<file path="src/local_window_binarizer_unit_defines.svh">
// Assertion macros used by the binarizer top file
`ifndef LOCAL_WINDOW_BINARIZER_UNIT_DEFINES_SVH
`define LOCAL_WINDOW_BINARIZER_UNIT_DEFINES_SVH
// implication checked at every edge outside reset
`define LWB_ASSERT_IMPL(label, ante, cons) \
  label: assert property (@(posedge clk) disable iff (rst) (ante) |-> (cons)) \
    else $error("assertion failed");
// implication with the consequent checked in the next cycle
`define LWB_ASSERT_NEXT(label, ante, cons) \
  label: assert property (@(posedge clk) disable iff (rst) (ante) |=> (cons)) \
    else $error("assertion failed");
`endif

</file>
<file path="src/lwb_pkg.sv">
// ----------------------------------------------------------------------------
// lwb_pkg
// Types, constants and helpers of the local window binarizer.
// ----------------------------------------------------------------------------
package lwb_pkg;
  localparam int MAX_WIDTH_DEF  = 1024;
  localparam int MAX_RADIUS_DEF = 8;

  localparam logic [2:0] REG_WIDTH  = 3'd0;
  localparam logic [2:0] REG_HEIGHT = 3'd1;
  localparam logic [2:0] REG_RADIUS = 3'd2;
  localparam logic [2:0] REG_MODE   = 3'd3;
  localparam logic [2:0] REG_LEVEL  = 3'd4;

  localparam logic [1:0] MODE_MEAN = 2'd0;
  localparam logic [1:0] MODE_MID  = 2'd1;
  localparam logic [1:0] MODE_MIN  = 2'd2;
  localparam logic [1:0] MODE_FIX  = 2'd3;

  typedef enum logic [2:0] {
    ST_IDLE, ST_CHECK, ST_SCAN, ST_LAST, ST_DIV, ST_EMIT
  } state_t;

  typedef struct packed {
    logic write_px;
    logic check;
    logic scan_start;
    logic scan_step;
    logic div_start;
    logic div_step;
    logic emit;
  } cmd_t;

  typedef struct packed {
    logic ready;
    logic scan_done;
    logic div_done;
  } stat_t;
endpackage

</file>
<file path="src/lwb_ctrl.sv">
// ----------------------------------------------------------------------------
// lwb_ctrl
// Sequencer: pixel write, readiness check, window scan, divide, emit.
// ----------------------------------------------------------------------------
module lwb_ctrl (
  input  logic           clk,
  input  logic           rst,
  input  logic           in_valid,
  input  logic           in_cmd,
  input  logic           out_busy,
  input  logic           out_stall,
  input  lwb_pkg::stat_t stat,
  output logic           in_stall,
  output lwb_pkg::cmd_t  cmd
);
  lwb_pkg::state_t state, state_next;

  always_ff @(posedge clk) begin
    if (rst) begin
      state <= lwb_pkg::ST_IDLE;
    end else begin
      state <= state_next;
    end
  end

  always_comb begin
    state_next = state;
    cmd        = '0;
    in_stall   = 1'b1;
    case (state)
      lwb_pkg::ST_IDLE: begin
        in_stall = 1'b0;
        if (in_valid) begin
          cmd.write_px = !in_cmd;
          state_next   = lwb_pkg::ST_CHECK;
        end
      end
      lwb_pkg::ST_CHECK: begin
        cmd.check = 1'b1;
        if (stat.ready) begin
          cmd.scan_start = 1'b1;
          state_next     = lwb_pkg::ST_SCAN;
        end else begin
          state_next = lwb_pkg::ST_IDLE;
        end
      end
      lwb_pkg::ST_SCAN: begin
        cmd.scan_step = 1'b1;
        if (stat.scan_done) begin
          state_next = lwb_pkg::ST_LAST;
        end
      end
      lwb_pkg::ST_LAST: begin
        cmd.scan_step = 1'b1;
        cmd.div_start = 1'b1;
        state_next    = lwb_pkg::ST_DIV;
      end
      lwb_pkg::ST_DIV: begin
        cmd.div_step = 1'b1;
        if (stat.div_done) begin
          state_next = lwb_pkg::ST_EMIT;
        end
      end
      lwb_pkg::ST_EMIT: begin
        // hold until the output register is free
        if (!out_busy || !out_stall) begin
          cmd.emit   = 1'b1;
          state_next = lwb_pkg::ST_IDLE;
        end
      end
      default: state_next = lwb_pkg::ST_IDLE;
    endcase
  end
endmodule

</file>
<file path="config.mk">
export PLATFORM = sky130hd
export DESIGN_NAME = lwb_ctrl
export DESIGN_NICKNAME = d
export VERILOG_FILES = /design/src/local_window_binarizer_unit_defines.svh /design/src/lwb_pkg.sv /design/src/lwb_ctrl.sv
export SDC_FILE = /design/constraint.sdc
export NUM_CORES = 1
export LEC_CHECK = 0
export BUFFER_PORTS_ARGS = -buffer_cell sky130_fd_sc_hd__buf_2
export CAP_MARGIN = 0
export CORE_AREA = 5 5 42 44
export DETAILED_ROUTE_END_ITERATION = 6
export DIE_AREA = 0 0 47 49
export GPL_ROUTABILITY_DRIVEN = 0
export HOLD_SLACK_MARGIN = 0.08
export PLACE_DENSITY = 0.5
export SKIP_LAST_GASP = 1
export SLEW_MARGIN = 20
export SYNTH_ARGS = -nofsm -noshare
export SYNTH_HDL_FRONTEND = slang
export SYNTH_SLANG_ARGS = --single-unit
</file>
<file path="constraint.sdc">
create_clock -name clk -period 1.8 [get_ports clk]
set_clock_uncertainty 0.2 [all_clocks]
set_input_delay 0.18 -clock clk [delete_from_list [all_inputs] [get_ports clk]]
set_output_delay 0.18 -clock clk [all_outputs]
set_load 0.02 [all_outputs]
</file>
Yosys cells after proc, flatten, opt, wreduce, memory -nomap -nowiden. Cells that the tools add are included.

Equality and inequality tests: 9. Muxes and demuxes: 16. Reduce and logical (&&, ||, !) cells: 7.

Operators with widths (number): one-hot mux 3 bit (6 select lines) (1); 2-to-1 mux 3 bit (4); 2-to-1 mux 1 bit (9); inequality test 2 bit (second input constant) (4); == test 3 x 2 -> 1 bit (second input constant) (2); == test 3 bit (second input constant) (2); 2-to-1 mux 2 bit (2); AND reduction 4 bit (1); == test 3 x 1 -> 1 bit (second input constant) (1); logical NOT 1 bit (3); logical NOT 3 bit (1); OR reduction 2 bit (1); logical OR 1 bit (1).

Logic and storage cells: 33. Register bits: 3. Bits of input ports: 9. Output and inout bits: 8.

Logic depth before layout (Yosys ltp).
Depth in word-level cells: 4. Depth in mapped cells: 3. Mapped depth without buffers: 3.

Worst setup path after synthesis. No wires, ideal clock.

Kind: reg2out. Start point: register state[1]. End point: output cmd[6] in the netlist's numbering. Arrival: 1125 ps. Required time: 1420 ps. Buffers on the path: 0. Setup slack: 295 ps. Stages on the path, launching flop included: 3. Cells stage by stage: dfxtp_1 > or3_4 > nor3b_2.

RTL lines: start: declaration (line lwb_ctrl.sv:16) `lwb_pkg::state_t state, state_next;`; start signal: assignment (line lwb_ctrl.sv:20) `state <= lwb_pkg::ST_IDLE;`; start signal: assignment (line lwb_ctrl.sv:22) `state <= state_next;`; end: declaration (line lwb_ctrl.sv:14) `output lwb_pkg::cmd_t cmd`.

Worst setup path after layout.
Start point: input out_stall. End point: register state[0].

Cells in the longest elaborated chain, start to end: 4.

Ends and longest elaborated chain: start: declaration (line lwb_ctrl.sv:11) `input logic out_stall,`; logical NOT 1 bit (line lwb_ctrl.sv:66) `if (!out_busy || !out_stall) begin`; logical OR 1 bit (line lwb_ctrl.sv:66); inequality test 2 bit (no source line); AND reduction 4 bit (no source line).

Every way passes these cells. A chain may end at the register's enable or synchronous reset.

==> impl_metrics.env <==
export IMPL_grt_pass1_vias=254
export IMPL_grt_max_degree=10
export IMPL_largest_reg_flops=3
export IMPL_clk_pin_slew_ns=0.04
export IMPL_crit_arrival_ns=1.69
export IMPL_htree_levels=1
export IMPL_cp_slowest_cell="dlygate4sd3_1"
export IMPL_drc=0
export IMPL_grt_pass1_wl_um=897
export IMPL_syn_area_sq_um=213
export IMPL_grt_use_total=0.0549
export IMPL_irDropWorstVdd_v=0.000218
export IMPL_die_x_um=47
export IMPL_syn_inst=25
export IMPL_setup_viol=0
export IMPL_period_share=0.973
export IMPL_drtAntennaViolNets=0
export IMPL_synth_area_per_cell_sq_um=8.51
export IMPL_fillers=170
export IMPL_final_seq_area_sq_um=60.1
export IMPL_period_needed_ns=1.75
export IMPL_nets=59
export IMPL_leakagePower_nw=0.203
export IMPL_max_cap_violations=0
export IMPL_multi_input_area_sq_um=156
export IMPL_antenna_found_initial=0
export IMPL_crit_top_cell="dlygate4sd3_1"
export IMPL_max_freq_mhz=571
export IMPL_num_io_pins=17
export IMPL_path_cells="dlygate4sd3_1 > buf_2 > nand2_1 > dlygate4sd3_1 > o32ai_2"
export IMPL_cts_buffers=3
export IMPL_synth_edf_count=0
export IMPL_end_kind="flip-flop"
export IMPL_yosysUniqueCellTypes=18
export IMPL_antennaDiodeCount=0
export IMPL_rows=14
export IMPL_start_util=0.152
export IMPL_viasPerCell=4.08
export IMPL_tns_ns=0
export IMPL_hold_violations=0
export IMPL_power_total_uw=261
export IMPL_synthArstFlopShare=0
export IMPL_critPathRequiredTime_ns=1.74
export IMPL_dp_hpwl_um=470
export IMPL_rsz0062_at_grt="false"
export IMPL_cts_buffer_depth=2
export IMPL_startpoint_type="primary input"
export IMPL_clk_latency_ns=0.23
export IMPL_yosys_area_top_type_share=0.282
export IMPL_status="finished clean"
export IMPL_routedWlPerCell_um=9.37
export IMPL_relSlewSlack=0.831
export IMPL_syn_nets=34
export IMPL_core_sq_um=1400
export IMPL_yosysTopAreaCell="dfxtp_1"
export IMPL_routed_wl_um=609
export IMPL_drt_iter0_markers=0
export IMPL_p_per_area_nw_per_um2=674
export IMPL_grt_overflow=0
export IMPL_cts_root_buffer="clkbuf_4"
export IMPL_hold_class="in2reg"
export IMPL_synth_top_cells_by_area="dfxtp_1 (28%), nor3b_2 (5.9%), mux2_2 (5.3%), nand2_1 (5.3%), or3_4 (5.3%)"
export IMPL_die_area_sq_um=2300
export IMPL_tritoncts="built"
export IMPL_vias=265
export IMPL_slew_viol_final=0
export IMPL_die_h_um=49
export IMPL_tightestPinTransition_ns=0.253
export IMPL_synth_seq_cells=3
export IMPL_crit_path_max_incr_delay_ns=0.57
export IMPL_yosysWarningCount=0
export IMPL_path_class="in2reg"
export IMPL_synthFlopType="dfxtp_1"
export IMPL_yosysSeqAreaShare=0.282
export IMPL_areaGrowthSynthToFinish_pct=81.8
export IMPL_ys_top_cells_by_count="dfxtp_1 (3), nand2_1 (3), a21oi_1 (2), nor2_1 (2), nor3_1 (2)"
export IMPL_dr_pass1_iters=1
export IMPL_cts_sinks=3
export IMPL_top_register="state"
export IMPL_port_buffers=16
export IMPL_final_layout_size_suffix_gt1_frac=0.510
export IMPL_worstPathMaxFanout=2
export IMPL_top_regs="state (3)"
## path summary, 6_finish.rpt
check / slack, ns / startpoint / end / cells after the start
hold / removal: 0.12 / stat[1] / state[0]$_SDFFE_PP0P_ / 4
hold reg to reg: 0.38 / state[2]$_SDFFE_PP0P_ / state[1]$_SDFFE_PP0P_ / 1
setup / recovery: 0.05 / out_stall / state[0]$_SDFFE_PP0P_ / 5
setup reg to reg: 0.53 / state[1]$_SDFFE_PP0P_ / state[0]$_SDFFE_PP0P_ / 3
## what timing repair did
action / CTS / global route
hold buffers: 4 / 0
buffers inserted: 0 / 0
endpoints found under the setup margin: 0 / 1
endpoints found under the hold margin: 3 / 0
resized for setup: 0 / 1
## cells in the final DEF (no fill, tap or decap)
master,n
o21ba_1,1
dfxtp_1,3
dlygate4sd3_1,4
nor3b_1,1
or3_4,1
a2bb2oi_1,1
and2b_1,1
clkbuf_1,1
inv_1,1
nand2_1,3
a211o_1,1
buf_2,16
nor2b_2,1
nor3_1,2
nor2_1,2
clkbuf_4,3
a21oi_1,2
o32ai_2,1
nor3b_2,1
and2_4,1
nand2b_1,1
mux2_2,1
## report_power, final
part,leakage [nW],total [mW],switching [mW],internal [mW]
sequential,0.0245,0.0774,0.00680,0.0706
combinational,0.164,0.0663,0.0309,0.0354
clock,0.0150,0.117,0.0340,0.0830
## layout make-up
type,instances,share of cell area
sequential,3,0.155
tap,16,0.0518
timing repair buffer,20,0.311
clock buffer,4,0.0680
inverter,1,0.00971
multi-input combinational,21,0.405
## logic make-up (layout without fill, tap and decap cells)
family	count (synthesis)	after routing	synth area share
AO/OA/AOI/OAI	6	6	0.218
buffers and inverters	1	25	0.0176
flip-flops	3	3	0.282
multiplexers	1	1	0.0529
AND/OR/NAND/NOR	14	14	0.429
## worst max-delay path: cells and delay by family
kind	cells	cell delay [ns]
buffers and inverters	3	1.20
AO/OA/AOI/OAI	1	0.25
AND/OR/NAND/NOR	1	0.06
## per-layer routing
layer / vias to the layer above / share of wire / track usage / wire [um]
li1: 141 / - / - / -
met1: 117 / 0.35 / 0.0439 / 214
met2: 7 / 0.55 / 0.0950 / 333
met3: 0 / 0.099 / 0.0258 / 60
met4: 0 / 0 / 0.0415 / 0
met5: - / 0 / 0 / 0
## metrics by stage
| stage | utilization | cell area (sq um) | hold slack, ns | setup slack (ns) | std cells |
|---|---|---|---|---|---|
| global placement | 0.223 | 313 | 0.206 | 0.349 | 57 |
| global route | 0.276 | 387 | 0.139 | 0.00395 | 65 |
| detailed placement | 0.223 | 313 | 0.201 | 0.344 | 57 |
| finish | 0.276 | 387 | 0.121 | 0.0490 | 65 |
| CTS | 0.271 | 379 | 0.115 | 0.0375 | 65 |
| floorplan | - | 213 | 0.0559 | 0.295 | 25 |
Power figures use the tool's default switching activity.
